==> src/rtl/tmsa_pkg.sv <==
`default_nettype none

package tmsa_pkg;

	// field and register widths
	localparam int COL_W       = 14;
	localparam int ROW_W       = 14;
	localparam int SIDX_W      = 28;
	localparam int OFF_W       = 32;
	localparam int DIM_W       = 15;
	localparam int PITCH_W     = 19;
	localparam int CODE_W      = 3;
	localparam int CFG_INDEX_W = 3;
	localparam int CFG_DATA_W  = 19;

	// largest image side accepted, in pixels or blocks as written
	localparam int MAX_DIM = 16384;

	// internal widths
	localparam int IDX_W   = 24;              // swizzled element index
	localparam int FWD_W   = IDX_W + 4;       // index scaled by up to 16 bytes
	localparam int DX_W    = 10;              // column pulled from a swizzle index
	localparam int DY_W    = 20;              // row pulled from a swizzle index
	localparam int PROD_W  = DY_W + PITCH_W;  // row times pitch
	localparam int SUM_W   = PROD_W + 1;      // full linear offset
	localparam int LIMIT_W = 2 * DIM_W + 4;   // image bytes

	// configuration register indexes
	typedef enum logic [CFG_INDEX_W-1:0] {
		REG_DIRECTION,
		REG_ELEMENT_SIZE,
		REG_BLOCK_COMP,
		REG_IMAGE_WIDTH,
		REG_IMAGE_HEIGHT,
		REG_ROW_PITCH
	} cfg_reg_t;

	// interleave masks: 0xAA0F, 0xAA8F, 0xAACF
	typedef enum logic [1:0] {
		MASK_BYTE1,
		MASK_BYTE2_4,
		MASK_BYTE8_16
	} mask_sel_t;

	typedef struct packed {
		logic                 direction;
		logic [CODE_W-1:0]    code;
		mask_sel_t            mask_sel;
		logic [PITCH_W-1:0]   row_pitch;
		logic [LIMIT_W-1:0]   limit;
		logic                 oversize;
	} tmsa_cfg_t;

	typedef struct packed {
		logic s1;
		logic s2;
		logic s3;
	} tmsa_stage_en_t;

	// column bits onto the set bits of the mask
	function automatic logic [IDX_W-1:0] deposit_column(input logic [COL_W-1:0] c,
			input mask_sel_t sel);
		logic [IDX_W-1:0] r;
		r = '0;
		r[3:0] = c[3:0];
		case (sel)
			MASK_BYTE1: begin
				r[9] = c[4]; r[11] = c[5]; r[13] = c[6]; r[15] = c[7];
			end
			MASK_BYTE2_4: begin
				r[7] = c[4]; r[9] = c[5]; r[11] = c[6]; r[13] = c[7]; r[15] = c[8];
			end
			default: begin
				r[6] = c[4]; r[7] = c[5]; r[9] = c[6]; r[11] = c[7];
				r[13] = c[8]; r[15] = c[9];
			end
		endcase
		return r;
	endfunction

	// row bits onto the clear bits of the 32-bit mask
	function automatic logic [IDX_W-1:0] deposit_row(input logic [ROW_W-1:0] w,
			input mask_sel_t sel);
		logic [IDX_W-1:0] r;
		r = '0;
		case (sel)
			MASK_BYTE1: begin
				r[8:4] = w[4:0]; r[10] = w[5]; r[12] = w[6]; r[14] = w[7];
				r[21:16] = w[13:8];
			end
			MASK_BYTE2_4: begin
				r[6:4] = w[2:0]; r[8] = w[3]; r[10] = w[4]; r[12] = w[5];
				r[14] = w[6]; r[22:16] = w[13:7];
			end
			default: begin
				r[5:4] = w[1:0]; r[8] = w[2]; r[10] = w[3]; r[12] = w[4];
				r[14] = w[5]; r[23:16] = w[13:6];
			end
		endcase
		return r;
	endfunction

	function automatic logic [DX_W-1:0] extract_column(input logic [SIDX_W-1:0] s,
			input mask_sel_t sel);
		logic [DX_W-1:0] r;
		case (sel)
			MASK_BYTE1:   r = {2'b00, s[15], s[13], s[11], s[9], s[3:0]};
			MASK_BYTE2_4: r = {1'b0, s[15], s[13], s[11], s[9], s[7], s[3:0]};
			default:      r = {s[15], s[13], s[11], s[9], s[7], s[6], s[3:0]};
		endcase
		return r;
	endfunction

	function automatic logic [DY_W-1:0] extract_row(input logic [SIDX_W-1:0] s,
			input mask_sel_t sel);
		logic [DY_W-1:0] r;
		case (sel)
			MASK_BYTE1:   r = {s[27:16], s[14], s[12], s[10], s[8:4]};
			MASK_BYTE2_4: r = {1'b0, s[27:16], s[14], s[12], s[10], s[8], s[6:4]};
			default:      r = {2'b00, s[27:16], s[14], s[12], s[10], s[8], s[5:4]};
		endcase
		return r;
	endfunction

endpackage

`default_nettype wire

==> src/rtl/tiled_morton_swizzle_address_2d_core.sv <==
`default_nettype none

// Standard-swizzle address generator for 2D images. In forward mode
// (direction 0) each request's column and row are interleaved on the size's
// mask and scaled to a swizzled byte offset; in inverse mode (direction 1)
// the swizzle index is split back into column and row and turned into
// row * row_pitch + column * element bytes. Offsets at or past the image's
// byte size, or any image side above 16384, give status 1 with offset 0.
// Throughput is one request per clock while res_stall is low; a request
// passes the input register, deposit/extract plus the row-pitch multiply,
// then the add and limit compare into the result register. The pipeline
// stalls only the stages that are full, so bubbles are squeezed out while
// a result waits. Configuration writes are always taken (cfg_ready is tied
// high) and must only be issued with the pipeline empty; derived settings
// settle in the cycle after the write.

module tiled_morton_swizzle_address_2d_core (
	input  wire logic                                 clk,
	input  wire logic                                 arst_n,
	// configuration
	input  wire logic                                 cfg_valid,
	output logic                                      cfg_ready,
	input  wire logic [tmsa_pkg::CFG_INDEX_W-1:0]     cfg_index,
	input  wire logic [tmsa_pkg::CFG_DATA_W-1:0]      cfg_data,
	// request
	input  wire logic                                 req_valid,
	output logic                                      req_stall,
	input  wire logic [tmsa_pkg::COL_W-1:0]           column,
	input  wire logic [tmsa_pkg::ROW_W-1:0]           row_index,
	input  wire logic [tmsa_pkg::SIDX_W-1:0]          swizzle_index,
	// result
	output logic                                      res_valid,
	input  wire logic                                 res_stall,
	output logic [tmsa_pkg::OFF_W-1:0]                byte_offset,
	output logic                                      status
);

	tmsa_pkg::tmsa_cfg_t      settings;
	tmsa_pkg::tmsa_stage_en_t en;

	logic valid_s1, valid_s2, valid_s3;

	tmsa_cfg u_cfg (
		.clk       (clk),
		.arst_n    (arst_n),
		.cfg_valid (cfg_valid),
		.cfg_ready (cfg_ready),
		.cfg_index (cfg_index),
		.cfg_data  (cfg_data),
		.settings  (settings)
	);

	// a stage moves when it is empty or the stage after it moves
	always_comb begin
		en.s3 = !valid_s3 || !res_stall;
		en.s2 = !valid_s2 || en.s3;
		en.s1 = !valid_s1 || en.s2;
	end

	always_ff @(posedge clk or negedge arst_n) begin
		if (!arst_n) begin
			valid_s1 <= 1'b0;
			valid_s2 <= 1'b0;
			valid_s3 <= 1'b0;
		end else begin
			if (en.s1)
				valid_s1 <= req_valid;
			if (en.s2)
				valid_s2 <= valid_s1;
			if (en.s3)
				valid_s3 <= valid_s2;
		end
	end

	assign req_stall = !en.s1;
	assign res_valid = valid_s3;

	tmsa_addr u_addr (
		.clk           (clk),
		.en            (en),
		.settings      (settings),
		.column        (column),
		.row_index     (row_index),
		.swizzle_index (swizzle_index),
		.byte_offset   (byte_offset),
		.status        (status)
	);

endmodule

`default_nettype wire

==> src/rtl/tmsa_cfg.sv <==
`default_nettype none

module tmsa_cfg (
	input  wire logic                                 clk,
	input  wire logic                                 arst_n,
	input  wire logic                                 cfg_valid,
	output logic                                      cfg_ready,
	input  wire logic [tmsa_pkg::CFG_INDEX_W-1:0]     cfg_index,
	input  wire logic [tmsa_pkg::CFG_DATA_W-1:0]      cfg_data,
	output tmsa_pkg::tmsa_cfg_t                       settings
);

	localparam int DIM_W  = tmsa_pkg::DIM_W;
	localparam int CODE_W = tmsa_pkg::CODE_W;

	logic                         direction_q;
	logic [CODE_W-1:0]            element_size_q;
	logic                         block_compressed_q;
	logic [DIM_W-1:0]             image_width_q;
	logic [DIM_W-1:0]             image_height_q;
	logic [tmsa_pkg::PITCH_W-1:0] row_pitch_q;

	logic [CODE_W-1:0]            code;
	tmsa_pkg::mask_sel_t          mask_sel;
	logic                         comp;
	logic [DIM_W:0]               w_sum, h_sum;
	logic [DIM_W-1:0]             w_eff, h_eff;
	logic [2*DIM_W-1:0]           area;
	logic [tmsa_pkg::LIMIT_W-1:0] limit;
	logic                         oversize;
	tmsa_pkg::tmsa_cfg_t          settings_q;

	assign cfg_ready = 1'b1;

	always_ff @(posedge clk or negedge arst_n) begin
		if (!arst_n) begin
			direction_q        <= 1'b0;
			element_size_q     <= 3'd2;
			block_compressed_q <= 1'b0;
			image_width_q      <= DIM_W'(1);
			image_height_q     <= DIM_W'(1);
			row_pitch_q        <= tmsa_pkg::PITCH_W'(4);
		end else if (cfg_valid) begin
			unique case (cfg_index)
				tmsa_pkg::REG_DIRECTION:    direction_q        <= cfg_data[0];
				tmsa_pkg::REG_ELEMENT_SIZE: element_size_q     <= cfg_data[CODE_W-1:0];
				tmsa_pkg::REG_BLOCK_COMP:   block_compressed_q <= cfg_data[0];
				tmsa_pkg::REG_IMAGE_WIDTH:  image_width_q      <= cfg_data[DIM_W-1:0];
				tmsa_pkg::REG_IMAGE_HEIGHT: image_height_q     <= cfg_data[DIM_W-1:0];
				tmsa_pkg::REG_ROW_PITCH:
					row_pitch_q <= cfg_data[tmsa_pkg::PITCH_W-1:0];
				default: ;
			endcase
		end
	end

	// undefined size codes behave as 4 bytes
	always_comb begin
		code = (element_size_q > 3'd4) ? 3'd2 : element_size_q;
		if (code == 3'd0)
			mask_sel = tmsa_pkg::MASK_BYTE1;
		else if (code <= 3'd2)
			mask_sel = tmsa_pkg::MASK_BYTE2_4;
		else
			mask_sel = tmsa_pkg::MASK_BYTE8_16;
		comp     = block_compressed_q && (code >= 3'd3);
		w_sum    = {1'b0, image_width_q} + (DIM_W+1)'(3);
		h_sum    = {1'b0, image_height_q} + (DIM_W+1)'(3);
		w_eff    = comp ? {1'b0, w_sum[DIM_W:2]} : image_width_q;
		h_eff    = comp ? {1'b0, h_sum[DIM_W:2]} : image_height_q;
		area     = w_eff * h_eff;
		limit    = {{(tmsa_pkg::LIMIT_W-2*DIM_W){1'b0}}, area} << code;
		oversize = (image_width_q > DIM_W'(tmsa_pkg::MAX_DIM))
			|| (image_height_q > DIM_W'(tmsa_pkg::MAX_DIM));
	end

	// derived settings, registered from the configuration registers
	always_ff @(posedge clk) begin
		settings_q.direction <= direction_q;
		settings_q.code      <= code;
		settings_q.mask_sel  <= mask_sel;
		settings_q.row_pitch <= row_pitch_q;
		settings_q.limit     <= limit;
		settings_q.oversize  <= oversize;
	end

	assign settings = settings_q;

endmodule

`default_nettype wire

==> src/rtl/tmsa_addr.sv <==
`default_nettype none

module tmsa_addr (
	input  wire logic                           clk,
	input  wire tmsa_pkg::tmsa_stage_en_t       en,
	input  wire tmsa_pkg::tmsa_cfg_t            settings,
	input  wire logic [tmsa_pkg::COL_W-1:0]     column,
	input  wire logic [tmsa_pkg::ROW_W-1:0]     row_index,
	input  wire logic [tmsa_pkg::SIDX_W-1:0]    swizzle_index,
	output logic [tmsa_pkg::OFF_W-1:0]          byte_offset,
	output logic                                status
);

	localparam int FWD_W  = tmsa_pkg::FWD_W;
	localparam int PROD_W = tmsa_pkg::PROD_W;
	localparam int SUM_W  = tmsa_pkg::SUM_W;

	logic [tmsa_pkg::COL_W-1:0]  column_s1;
	logic [tmsa_pkg::ROW_W-1:0]  row_s1;
	logic [tmsa_pkg::SIDX_W-1:0] sidx_s1;

	logic [tmsa_pkg::IDX_W-1:0]  idx;
	logic [FWD_W-1:0]            fwd_off;
	logic [tmsa_pkg::DX_W-1:0]   dx;
	logic [tmsa_pkg::DY_W-1:0]   dy;
	logic [PROD_W-1:0]           row_term;
	logic [FWD_W-1:0]            col_term;

	logic [PROD_W-1:0]           row_term_s2;
	logic [FWD_W-1:0]            add_term_s2;

	logic [SUM_W-1:0]            sum;
	logic                        err;

	logic [tmsa_pkg::OFF_W-1:0]  byte_offset_s3;
	logic                        status_s3;

	always_ff @(posedge clk) begin
		if (en.s1) begin
			column_s1 <= column;
			row_s1    <= row_index;
			sidx_s1   <= swizzle_index;
		end
	end

	// deposits are disjoint, so the sum is an OR
	always_comb begin
		idx = tmsa_pkg::deposit_column(column_s1, settings.mask_sel)
			| tmsa_pkg::deposit_row(row_s1, settings.mask_sel);
		fwd_off  = {{(FWD_W-tmsa_pkg::IDX_W){1'b0}}, idx} << settings.code;
		dx       = tmsa_pkg::extract_column(sidx_s1, settings.mask_sel);
		dy       = tmsa_pkg::extract_row(sidx_s1, settings.mask_sel);
		row_term = dy * settings.row_pitch;
		col_term = {{(FWD_W-tmsa_pkg::DX_W){1'b0}}, dx} << settings.code;
	end

	always_ff @(posedge clk) begin
		if (en.s2) begin
			row_term_s2 <= settings.direction ? row_term : '0;
			add_term_s2 <= settings.direction ? col_term : fwd_off;
		end
	end

	always_comb begin
		sum = {1'b0, row_term_s2} + {{(SUM_W-FWD_W){1'b0}}, add_term_s2};
		err = settings.oversize
			|| (sum >= {{(SUM_W-tmsa_pkg::LIMIT_W){1'b0}}, settings.limit});
	end

	always_ff @(posedge clk) begin
		if (en.s3) begin
			byte_offset_s3 <= err ? '0 : sum[tmsa_pkg::OFF_W-1:0];
			status_s3      <= err;
		end
	end

	assign byte_offset = byte_offset_s3;
	assign status      = status_s3;

endmodule

`default_nettype wire

==> config.mk <==
export PLATFORM = sky130hd
export DESIGN_NAME = tiled_morton_swizzle_address_2d_core
export DESIGN_NICKNAME = d
export VERILOG_FILES = /design/src/rtl/tmsa_pkg.sv /design/src/rtl/tiled_morton_swizzle_address_2d_core.sv /design/src/rtl/tmsa_cfg.sv /design/src/rtl/tmsa_addr.sv
export SDC_FILE = /design/constraint.sdc
export NUM_CORES = 2
export LEC_CHECK = 0
export ABC_AREA = 1
export BUFFER_PORTS_ARGS = -buffer_cell sky130_fd_sc_hd__buf_4
export CORE_UTILIZATION = 50
export DETAILED_ROUTE_END_ITERATION = 6
export PLACE_DENSITY = 0.7
export SLEW_MARGIN = 30
export SYNTH_ARGS = -nofsm -noshare
export SYNTH_HDL_FRONTEND = slang
export SYNTH_SLANG_ARGS = --single-unit
==> constraint.sdc <==
create_clock -name clk -period 9.5 [get_ports clk]
set_input_delay 1.9 -clock clk [delete_from_list [all_inputs] [get_ports clk]]
set_output_delay 1.9 -clock clk [all_outputs]
set_load 0.01 [all_outputs]
==> summary.txt <==
vias in the first global route -> 27220
Yosys reg bits -> 269
post_cts resized -> 0
CTS Hold Buffers Added -> 0
dpl cells -> 5088
skew final -> 0.01901 ns
Slew Viols, Final -> 0
router iterations before antenna repair -> 6
Area growth, synth to finish -> 7.464%
period utilisation layout -> 89.35%
most frequent cells in the layout -> nand2_1, inv_1, fa_1, nor2_1, ha_1
CTS H-tree depth -> 1
number of flops mapped to enable cells by yosys -> 152
row count -> 95
core box area -> 0.06751 mm^2
status -> completed
Worst path max stage delay -> 0.57 ns
gr usage total -> 27.52%
Netlist Area Pre-Place -> 0.03425 mm^2
# clock sinks -> 269
Post-CTS Setup Bufs -> 0
Multi-input gate area -> 0.02316 mm^2
yosys warns -> 0
Peak Freq -> 117.8 MHz
Synth Flop Type -> edfxtp_1
Boundary Pins -> 119
main combinational cell family by area after synthesis -> adder cells
Syn Area/Cell -> 8.152 um^2
Hold Fails Final Rpt -> 0
Final setup viols -> 0
register area share after synthesis -> 21.01%
crit end category -> flop
PortBufs -> 113
routed vias/inst -> 5.365
Compound-Gate Fraction of Synth Area -> 8.549%
number of remaining DRC errors -> 0
Worst Setup SP -> u_cfg.element_size_q[0]$_DFFE_PN0P_
Synth Area in Adders -> 37.88%
grt ovf -> 0
Inserted Clock Buffers -> 29
Synth cell types -> 71
layout cells sized above 1 -> 7.685%
routability cong. -> 0.9616
Die Area -> 0.06954 mm^2
Post-Syn Nets -> 5037
CTS Buffer Depth -> 3
die height -> 263.7 um
DR vias -> 27630
antenna-violating nets left -> 0
Die W -> 263.7 um
Detailed Route WL -> 94460 um
Clock transition at path regs -> 0.06 ns
most used cell, CP -> fa_1
worst-skew pair later-pin latency -> 0.60 ns
Critical Path Start Type -> flop
CTS tree -> done
initial DRC count -> 2072
required time of the worst setup path -> 9.94 ns
post-detail-place hpwl -> 77280 um
Mapped Cells -> 4201
hold crit path type -> flop to flop
non-filler cells, final -> 5150
Initial Utilization -> 50.72%
WL per Instance -> 18.34 um
Slew HR -> 24.32%
MaxCap Viol Count -> 0
simple-gate portion of the synthesized area -> 18.84%
critical path peak fanout -> 36
min Tclk post-route -> 8.488 ns
Worst EP arrival -> 8.93 ns
Fillers -> 6373
largest net degree at the start of global routing -> 70
Worst-Margin Slew -> 1.134 ns
# nets final -> 5082
setup TNS -> 0 ns
mux cell area share after synthesis -> 0.6869%
storage element area -> 0.007198 mm^2
initial antenna violation count -> 8
commonest non-fill, non-tap cell in the layout -> nand2_1
RSZ-0062 raised after global routing -> no
first-pass GRT wire length -> 148600 um
min-delay src -> u_cfg.row_pitch_q[9]$_DFFE_PN0P_
Clock Root Buffer -> clkbuf_16
async set-reset flop share out of synthesis -> 21.19%
CP Class -> flop to flop
post-synthesis xor/xnor area fraction -> 1.637%
reg2reg start -> u_cfg.element_size_q[0]$_DFFE_PN0P_
Slowest-stage cell, CP -> fa_1
==> cell type report <==
cell class	count	area share [%]
sequential	269	19.56
inverter	895	9.128
clock inverter	22	0.4114
antenna	9	0.06120
multi-input combinational	2907	62.94
timing repair buffer	144	2.937
clock buffer	31	1.992
tap	873	2.968
==> registers in the layout, summed over array words and instances (netlist names) <==
name	cells
u_cfg.settings	60
u_addr.row_term_s2	39
u_addr.byte_offset	32
u_addr.add_term_s2	28
u_addr.sidx_s1	28
u_cfg.row_pitch_q	19
u_cfg.image_height_q	15
u_cfg.image_width_q	15
u_addr.row_s1	14
u_addr.column_s1	10
u_cfg.element_size_q	3
res_valid	1
u_addr.status	1
u_cfg.block_compressed_q	1
u_cfg.direction_q	1
valid_s1	1
valid_s2	1
==> critical path, delay by kind of cell (launching register included) <==
family	cells	cell delay (ns)
flip-flops	1	0.41
buffers and inverters	5	0.95
AND/OR/NAND/NOR	14	2.10
AO/OA/AOI/OAI	5	1.29
adder cells (fa/ha/maj)	7	3.54
==> per-layer routing <==
| metal | track usage, % | share of wire [%] |
|---|---|---|
| met1 | 34.93 | 40 |
| met2 | 46.55 | 48 |
| met3 | 4.512 | 7.7 |
| met4 | 11.63 | 4.7 |
| met5 | 0 | 0 |
==> final timing paths <==
check                                                    end  cells after the start  slack, ns
max                               u_cfg.settings[29]$_DFF_P_                     31       1.01
min in group asynchronous  u_cfg.row_pitch_q[14]$_DFFE_PN0P_                      1       1.36
max reg2reg                       u_cfg.settings[29]$_DFF_P_                     31       1.01
min                               u_cfg.settings[44]$_DFF_P_                      0       0.37
min reg2reg                       u_cfg.settings[44]$_DFF_P_                      0       0.37
max in group asynchronous               valid_s2$_DFFE_PN0P_                      1       7.54
==> per-stage QoR <==
| step | worst slack, ns | hold slack [ns] | cell area (um^2) | util [%] |
|---|---|---|---|---|
| 2_1_floorplan | 2.452 | 0.3420 | 34250 | - |
| 3_3_place_gp | 1.146 | 0.3494 | 35880 | 53.15 |
| 3_5_place_dp | 1.102 | 0.3527 | 35890 | 53.16 |
| 4_1_cts | 1.055 | 0.3667 | 36780 | 54.47 |
| 5_1_grt | 0.5003 | 0.3722 | 36800 | 54.50 |
| 6_report | 1.012 | 0.3688 | 36800 | 54.51 |
==> cell usage after synthesis, types with 19 or more instances <==
master | instances | area [um^2]
edfxtp_1 | 152 | 4564
inv_2 | 21 | 78.83
nor3_1 | 20 | 100.1
clkbuf_1 | 103 | 386.6
nor2_1 | 387 | 1453
nand3_1 | 141 | 705.7
nor2_2 | 36 | 225.2
o21ai_0 | 223 | 1116
a21oi_1 | 153 | 765.7
nand2_1 | 888 | 3333
inv_1 | 869 | 3262
fa_1 | 473 | 9469
xor2_1 | 49 | 429.2
dfxtp_1 | 60 | 1201
dfrtp_1 | 53 | 1326
ha_1 | 280 | 3503
mux2i_1 | 19 | 190.2
==> logic make-up (layout without fill, tap and decap cells) <==
group,count (synthesis),after routing
mux,23,23
fa+ha+maj,753,753
xor+xnor,64,64
buf+inv,1025,1092
simple gates,1555,1555
other cells,1,10
compound gates,511,511
flops,269,269
Power is not shown: default switching activity piles up to over one toggle a cycle in this logic, so the estimate is an artifact.
